$ cat src/rtl/adep_pkg.sv
// ----------------------------------------------------------------------------
// adep_pkg
// Shared types and constants for the ASCII timestamp to epoch converter.
// ----------------------------------------------------------------------------
package adep_pkg;

  localparam int unsigned EpochW   = 32;
  localparam int unsigned TextHiW  = 64;
  localparam int unsigned TextLoW  = 48;

  // Register stages inside one conversion lane.
  localparam int unsigned LaneStages = 7;

  typedef struct packed {
    logic [TextHiW-1:0] cur_text_high;
    logic [TextLoW-1:0] cur_text_low;
    logic [TextHiW-1:0] last_text_high;
    logic [TextLoW-1:0] last_text_low;
  } in_item_t;

  typedef struct packed {
    logic signed [EpochW-1:0] cur_epoch;
    logic signed [EpochW-1:0] last_epoch;
    logic signed [EpochW-1:0] epoch_difference;
  } out_item_t;

endpackage

$ cat src/rtl/adep_lane.sv
// ----------------------------------------------------------------------------
// adep_lane
// Seven-stage pipeline converting one CCYYMMDDhhmmss text to seconds since 1970.
// ----------------------------------------------------------------------------
module adep_lane (
  input  logic                        clk_i,
  input  logic                        en_i,
  input  logic [adep_pkg::TextHiW-1:0] text_high_i,
  input  logic [adep_pkg::TextLoW-1:0] text_low_i,
  output logic [adep_pkg::EpochW-1:0]  epoch_o
);
  import adep_pkg::*;

  localparam logic [14:0] YearMin  = 15'd1970;
  localparam logic [14:0] YearMax  = 15'd9000;
  localparam logic [21:0] QuadDays = 22'd1461;

  function automatic logic [7:0] pair_val(input logic [15:0] cc);
    logic [7:0] hi;
    logic [7:0] lo;
    hi = cc[15:8] - 8'd48;
    lo = cc[7:0] - 8'd48;
    return hi * 8'd10 + lo;
  endfunction

  function automatic logic [8:0] month_start(input logic [7:0] m);
    logic [8:0] r;
    case (m)
      8'd2:    r = 9'd31;
      8'd3:    r = 9'd59;
      8'd4:    r = 9'd90;
      8'd5:    r = 9'd120;
      8'd6:    r = 9'd151;
      8'd7:    r = 9'd181;
      8'd8:    r = 9'd212;
      8'd9:    r = 9'd243;
      8'd10:   r = 9'd273;
      8'd11:   r = 9'd304;
      8'd12:   r = 9'd334;
      default: r = 9'd0;
    endcase
    return r;
  endfunction

  // Stage 1: character pairs.
  logic [7:0] cen_q, yy_q, mon_q, day1_q, hour1_q, min1_q, sec1_q;
  // Stage 2: full year and month offset.
  logic [14:0] year_q;
  logic [8:0]  mstart_q;
  logic        late_mon_q;
  logic [7:0]  day2_q, hour2_q, min2_q, sec2_q;
  // Stage 3: day count parts.
  logic [21:0] quad_days_q;
  logic [11:0] side_days_q;
  logic        ok3_q;
  logic [7:0]  day3_q, hour3_q, min3_q, sec3_q;
  // Stages 4 to 7.
  logic [EpochW-1:0] days_q, hrs_q, mins_q, secs_q;
  logic              ok4_q, ok5_q, ok6_q;
  logic [7:0]        hour4_q, min4_q, min5_q, sec4_q, sec5_q, sec6_q;

  logic [14:0] dy;
  logic [10:0] rem_days;
  logic        yr_ok;
  logic        leap_add;

  always_comb begin
    yr_ok = (year_q >= YearMin) && (year_q <= YearMax);
    dy    = year_q - YearMin;
    case (dy[1:0])
      2'd1:    rem_days = 11'd365;
      2'd2:    rem_days = 11'd730;
      2'd3:    rem_days = 11'd1096;
      default: rem_days = 11'd0;
    endcase
    leap_add = (year_q[1:0] == 2'd0) && late_mon_q;
  end

  always_ff @(posedge clk_i) begin
    if (en_i) begin
      cen_q   <= pair_val(text_high_i[63:48]);
      yy_q    <= pair_val(text_high_i[47:32]);
      mon_q   <= pair_val(text_high_i[31:16]);
      day1_q  <= pair_val(text_high_i[15:0]);
      hour1_q <= pair_val(text_low_i[47:32]);
      min1_q  <= pair_val(text_low_i[31:16]);
      sec1_q  <= pair_val(text_low_i[15:0]);

      year_q     <= {7'd0, cen_q} * 15'd100 + {7'd0, yy_q};
      mstart_q   <= month_start(mon_q);
      late_mon_q <= (mon_q >= 8'd3);
      day2_q     <= day1_q;
      hour2_q    <= hour1_q;
      min2_q     <= min1_q;
      sec2_q     <= sec1_q;

      // Only the low 13 bits of the year offset matter for a valid year.
      quad_days_q <= {11'd0, dy[12:2]} * QuadDays;
      side_days_q <= {1'b0, rem_days} + {3'd0, mstart_q} + {11'd0, leap_add};
      ok3_q       <= yr_ok;
      day3_q      <= day2_q;
      hour3_q     <= hour2_q;
      min3_q      <= min2_q;
      sec3_q      <= sec2_q;

      // A day of zero counts as minus one day, wrapping in 32 bits.
      days_q  <= {10'd0, quad_days_q} + {20'd0, side_days_q} + {24'd0, day3_q}
                 - 32'd1;
      ok4_q   <= ok3_q;
      hour4_q <= hour3_q;
      min4_q  <= min3_q;
      sec4_q  <= sec3_q;

      hrs_q  <= days_q * 32'd24 + {24'd0, hour4_q};
      ok5_q  <= ok4_q;
      min5_q <= min4_q;
      sec5_q <= sec4_q;

      mins_q <= hrs_q * 32'd60 + {24'd0, min5_q};
      ok6_q  <= ok5_q;
      sec6_q <= sec5_q;

      secs_q <= ok6_q ? (mins_q * 32'd60 + {24'd0, sec6_q}) : '0;
    end
  end

  assign epoch_o = secs_q;

endmodule

$ cat src/rtl/adep_merge.sv
// ----------------------------------------------------------------------------
// adep_merge
// Combines the two lane results, forms their difference and holds the result.
// ----------------------------------------------------------------------------
module adep_merge (
  input  logic                       clk_i,
  input  logic                       rst_ni,
  input  logic                       valid_i,
  input  logic [adep_pkg::EpochW-1:0] cur_i,
  input  logic [adep_pkg::EpochW-1:0] last_i,
  output logic                       ready_o,
  output logic                       out_valid_o,
  input  logic                       out_stall_i,
  output adep_pkg::out_item_t        out_item_o
);
  import adep_pkg::*;

  logic      valid_q;
  out_item_t item_q;

  // The pipeline may advance whenever the held item is absent or being taken.
  assign ready_o = !(valid_q && out_stall_i);

  always_ff @(posedge clk_i or negedge rst_ni) begin
    if (!rst_ni) begin
      valid_q <= 1'b0;
    end else if (ready_o) begin
      valid_q <= valid_i;
    end
  end

  always_ff @(posedge clk_i) begin
    if (ready_o) begin
      item_q.cur_epoch        <= cur_i;
      item_q.last_epoch       <= last_i;
      item_q.epoch_difference <= cur_i - last_i;
    end
  end

  assign out_valid_o = valid_q;
  assign out_item_o  = item_q;

endmodule

$ cat src/rtl/ascii_datetime_to_epoch_diff.sv
// ----------------------------------------------------------------------------
// ascii_datetime_to_epoch_diff
// Converts a pair of CCYYMMDDhhmmss ASCII timestamps to seconds since 1970.
// ----------------------------------------------------------------------------
// The block accepts one item per clock cycle while the output side is not
// stalled and returns each result through seven register stages in each of
// the two conversion lanes, which work on the current and the earlier
// timestamp side by side, and one output register that holds both epoch
// values and their difference. The whole pipeline advances together, so
// in_stall_o follows out_stall_i while a result is waiting.
// Year outside 1970 to 9000 gives an epoch of zero; all sums wrap in 32 bits.
module ascii_datetime_to_epoch_diff (
  input  logic                 clk_i,
  input  logic                 rst_ni,
  input  logic                 in_valid_i,
  output logic                 in_stall_o,
  input  adep_pkg::in_item_t   in_item_i,
  output logic                 out_valid_o,
  input  logic                 out_stall_i,
  output adep_pkg::out_item_t  out_item_o
);
  import adep_pkg::*;

  logic                  adv;
  logic [LaneStages-1:0] vld_q;
  logic [EpochW-1:0]     cur_epoch;
  logic [EpochW-1:0]     last_epoch;

  assign in_stall_o = !adv;

  always_ff @(posedge clk_i or negedge rst_ni) begin
    if (!rst_ni) begin
      vld_q <= '0;
    end else if (adv) begin
      vld_q <= {vld_q[LaneStages-2:0], in_valid_i};
    end
  end

  adep_lane u_lane_cur (
    .clk_i       (clk_i),
    .en_i        (adv),
    .text_high_i (in_item_i.cur_text_high),
    .text_low_i  (in_item_i.cur_text_low),
    .epoch_o     (cur_epoch)
  );

  adep_lane u_lane_last (
    .clk_i       (clk_i),
    .en_i        (adv),
    .text_high_i (in_item_i.last_text_high),
    .text_low_i  (in_item_i.last_text_low),
    .epoch_o     (last_epoch)
  );

  adep_merge u_merge (
    .clk_i       (clk_i),
    .rst_ni      (rst_ni),
    .valid_i     (vld_q[LaneStages-1]),
    .cur_i       (cur_epoch),
    .last_i      (last_epoch),
    .ready_o     (adv),
    .out_valid_o (out_valid_o),
    .out_stall_i (out_stall_i),
    .out_item_o  (out_item_o)
  );

endmodule

$ cat config.mk
export PLATFORM = sky130hd
export DESIGN_NAME = ascii_datetime_to_epoch_diff
export DESIGN_NICKNAME = d
export VERILOG_FILES = /design/src/rtl/adep_pkg.sv /design/src/rtl/adep_lane.sv /design/src/rtl/adep_merge.sv /design/src/rtl/ascii_datetime_to_epoch_diff.sv
export SDC_FILE = /design/constraint.sdc
export NUM_CORES = 2
export LEC_CHECK = 0
export ABC_AREA = 1
export BUFFER_PORTS_ARGS = -buffer_cell sky130_fd_sc_hd__buf_2
export CORE_MARGIN = 4
export CORE_UTILIZATION = 50
export DETAILED_ROUTE_END_ITERATION = 10
export HOLD_SLACK_MARGIN = 0.1
export PLACE_DENSITY = 0.71
export REMOVE_ABC_BUFFERS = 1
export SLEW_MARGIN = 0
export SYNTH_ARGS = -nofsm -noshare
export SYNTH_HDL_FRONTEND = slang
export SYNTH_SLANG_ARGS = --single-unit
$ cat constraint.sdc
create_clock -name clk_i -period 62.8 [get_ports clk_i]
set_input_delay 9.42 -clock clk_i [delete_from_list [all_inputs] [get_ports clk_i]]
set_output_delay 9.42 -clock clk_i [all_outputs]
set_load 0.05 [all_outputs]
==> run metrics <==
Fin Setup TNS=0 ns; Netlist Area Pre-Place=0.06492 mm2; synthesized flop and latch total=796; Crit path required time=53.38 ns; clock root cell=clkbuf_16; Routed WL per cell=14.14 um; via/cell ratio=5.061; full die area=0.1357 mm2; Setup crit end kind=output port; post-CTS sizing=0; mean post-synth cell area=9.159 um2; Area Growth Syn to Fin=10.41%; total global-route track usage=19.44%; Final Hold Viols=0; CORE AREA=0.1283 mm2; largest net degree at the start of global routing=188; type of origin of the critical path=primary input; Hold Startpoint=u_lane_last.sec2_q[5]$_DFFE_PN_; relative slew slack=20.13%; Clock Pin Slew Worst Setup and Hold Paths=0.06 ns; WHS Path Cells=0; # H-tree levels=3; # fillers=11430; Crit path depth=4; worst-skew pair later-pin latency=0.71 ns; Final GP Congestion=0.9457; crit path cell chain=buf_2 > nand2_4 > inv_1 > buf_2; postcts setup bufs=0; max incr delay on CP=0.71 ns; share of layout cells above drive strength 1=6.901%; Crit path top cell by count=buf_2; Final Skew=0.02488 ns; via count=47080; Fmax=49.38 MHz; setup violators final=0; crit path from=out_stall_i; Max Slew Vio Count=0; crit share post-route=32.25%; sequential share of the synthesized area=36.76%; Yosys cell types=52; hold endpoint=u_lane_last.sec3_q[5]$_DFFE_PN_; worst hold path class=flop to flop; DRT Wirelength=131500 um; YS warnings=0; DRC=0; Maximum Capacitance Violations=0; CTS tree=built; DRT iter0 DRCs=2154; unrepaired setup endpoints after global routing=no; ANT nets after route=0; IO Pins=326; Slowest-stage cell, CP=nand2_4; Syn Inst Count=7088; initial antenna violation count=10; Initial Utilization=50.58%; Core Rows=131; vias in the first global route=47350; Period minus WS final=20.25 ns; reg2reg path depth=25; Critical Path AT=10.83 ns; grt total ovfl=0; port buffer count=311; detailed-router iteration count before antenna repair=5; CTS sink cnt=796; post-synthesis async set-or-reset flop share=1.005%; critical path's top delay family=simple AND/OR/NAND/NOR gates; flop2flop setup slack=55.95 ns; r2r startpoint=u_lane_cur.year_q[1]$_DFFE_PN_; r2r endpoint=u_lane_cur.quad_days_q[18]$_DFFE_PN_; total CTS buffers=90; hpwl dp=109000 um; Post-synth EDFFs=788; first-pass GRT wire length=219900 um; CP max FO=79; Die Wd=368.3 um; status=finished clean; Die Height=368.3 um; worst slew pin tran=1.198 ns; Worst Path Buf+Inv=3; nets@finish=8854; CTS Hold Bufs=0; WS Path Type=primary input to output port; Top FF cell, synth=edfxtp_1; Max Root-Sink Buffers=3
## routing by layer
metal	vias to the layer above	global-route usage (%)	share of wire, %
li1	24320	-	-
met1	21720	22.90	42
met2	790	36.32	51
met3	243	2.920	4.0
met4	6	5.935	3.1
met5	-	0	0.027
## cells in the mapped netlist, types with 2 or more instances
cell type	count	area [um2]
nor2_1	445	1670
a31oi_1	25	156.4
o21ai_1	6	30.03
nor2_2	23	143.9
nor2_4	4	45.04
nand3_1	360	1802
nand3b_1	25	187.7
edfxtp_1	788	23660
nand2_2	11	68.82
nand3_2	9	90.09
o21a_1	11	82.58
fa_1	319	6386
clkbuf_1	11	41.29
xor2_1	312	2733
dfrtp_1	8	200.2
a221oi_1	5	43.79
nand4_1	126	788.3
a41oi_1	2	17.52
nor3_1	59	295.3
or2_1	2	12.51
and3_1	3	18.77
o21ai_0	208	1041
a21oi_2	2	17.52
a211oi_1	5	37.54
o31ai_1	6	45.04
a21oi_1	410	2052
xnor2_1	184	1612
o2111ai_1	2	17.52
ha_1	818	10230
and2_1	10	62.56
nor4_1	12	75.07
nand2_1	1547	5807
a21boi_0	8	60.06
o21bai_1	32	240.2
o211ai_1	14	105.1
or2_2	5	31.28
o311ai_0	3	26.28
a21o_1	30	225.2
xor2_2	4	65.06
inv_1	1222	4587
## metrics by stage
| step | instance area [um2] | setup slack [ns] | hold slack [ns] | utilization [%] | instances |
|---|---|---|---|---|---|
| after global routing | 71660 | 42.35 | 0.4076 | 55.83 | 9295 |
| after CTS | 71650 | 42.48 | 0.3957 | 55.83 | 9293 |
| after floorplan | 64880 | 21.07 | 0.4003 | - | 7078 |
| after global placement | 68690 | 42.52 | 0.4021 | 53.53 | 9126 |
| after detailed placement | 68690 | 42.49 | 0.4045 | 53.53 | 9126 |
| final | 71680 | 42.55 | 0.4030 | 55.85 | 9303 |
## worst reg2reg max path, stage by stage (launching register included)
cell and delay (ns):
edfxtp_1 0.42, inv_1 0.06, ha_1 0.19, inv_1 0.08, or2_2 0.13, a31oi_1 0.10, nor3_1 0.45, nand3_1 0.20
xor2_1 0.65, ha_1 0.36, inv_1 0.17, fa_1 0.45, inv_1 0.08, fa_1 0.44, fa_1 0.54, inv_1 0.06
fa_1 0.53, inv_1 0.05, ha_1 0.33, nand2_1 0.06, o21ai_0 0.49, a31oi_1 0.22, o21ai_0 0.32, nand2_1 0.12
nand3_1 0.09, nand2_1 0.05
## flip-flops by register name, summed over array words and instances (netlist names), 9 cells and up
signal                   cells
u_lane_cur.side_days_q      12
u_lane_cur.days_q           25
u_lane_last.epoch_o         32
u_lane_last.days_q          25
u_lane_last.year_q          15
u_lane_last.hrs_q           28
u_lane_last.mstart_q         9
u_lane_last.side_days_q     12
u_lane_cur.hrs_q            28
u_lane_cur.mstart_q          9
u_lane_last.quad_days_q     22
u_lane_cur.epoch_o          32
u_lane_cur.quad_days_q      22
u_lane_cur.year_q           15
u_lane_last.mins_q          30
u_lane_cur.mins_q           30
u_merge.out_item_o          96
## how the worst max path moves through the flow
stage,endpoint,slack (ns)
2_1_floorplan,in_stall_o,21.07
3_3_place_gp,in_stall_o,42.52
3_5_place_dp,in_stall_o,42.49
4_1_cts,in_stall_o,42.48
5_1_grt,in_stall_o,42.35
6_report,in_stall_o,42.55
## cell usage in the layout (no fill, tap or decap), drive strengths merged, types with 33 or more instances in the layout
| cell type | count |
|---|---|
| nand4 | 127 |
| xor2 | 316 |
| nor3 | 61 |
| nand2 | 1558 |
| a21oi | 412 |
| inv | 1234 |
| edfxtp | 788 |
| buf | 319 |
| o21ai | 215 |
| xnor2 | 184 |
| clkbuf | 113 |
| nand3 | 369 |
| nor2 | 472 |
| ha | 818 |
| fa | 319 |
| o21bai | 33 |
## kinds of logic after synthesis
group / Yosys count / synth area share, %
other cells: 1 / 0.005776
buf+inv: 1234 / 7.135
compound gates: 774 / 6.532
flops: 796 / 36.76
simple gates: 2646 / 17.18
xor+xnor: 500 / 6.792
fa+ha+maj: 1137 / 25.60
## layout make-up
class | instances | area (um2) | share of cell area [%]
multi-input cells | 5059 | 36440 | 50.83
flip-flops and latches | 796 | 23860 | 33.29
inverters | 1223 | 4591 | 6.405
clock buffers | 113 | 2380 | 3.320
well taps | 1729 | 2163 | 3.018
repair buffers | 319 | 1642 | 2.290
clock inverters | 54 | 576.8 | 0.8047
diodes | 10 | 25.02 | 0.03491
Power is left out: the tool's default activity adds up to more than one toggle a clock period on the data nets, which glitch-free logic cannot reach.
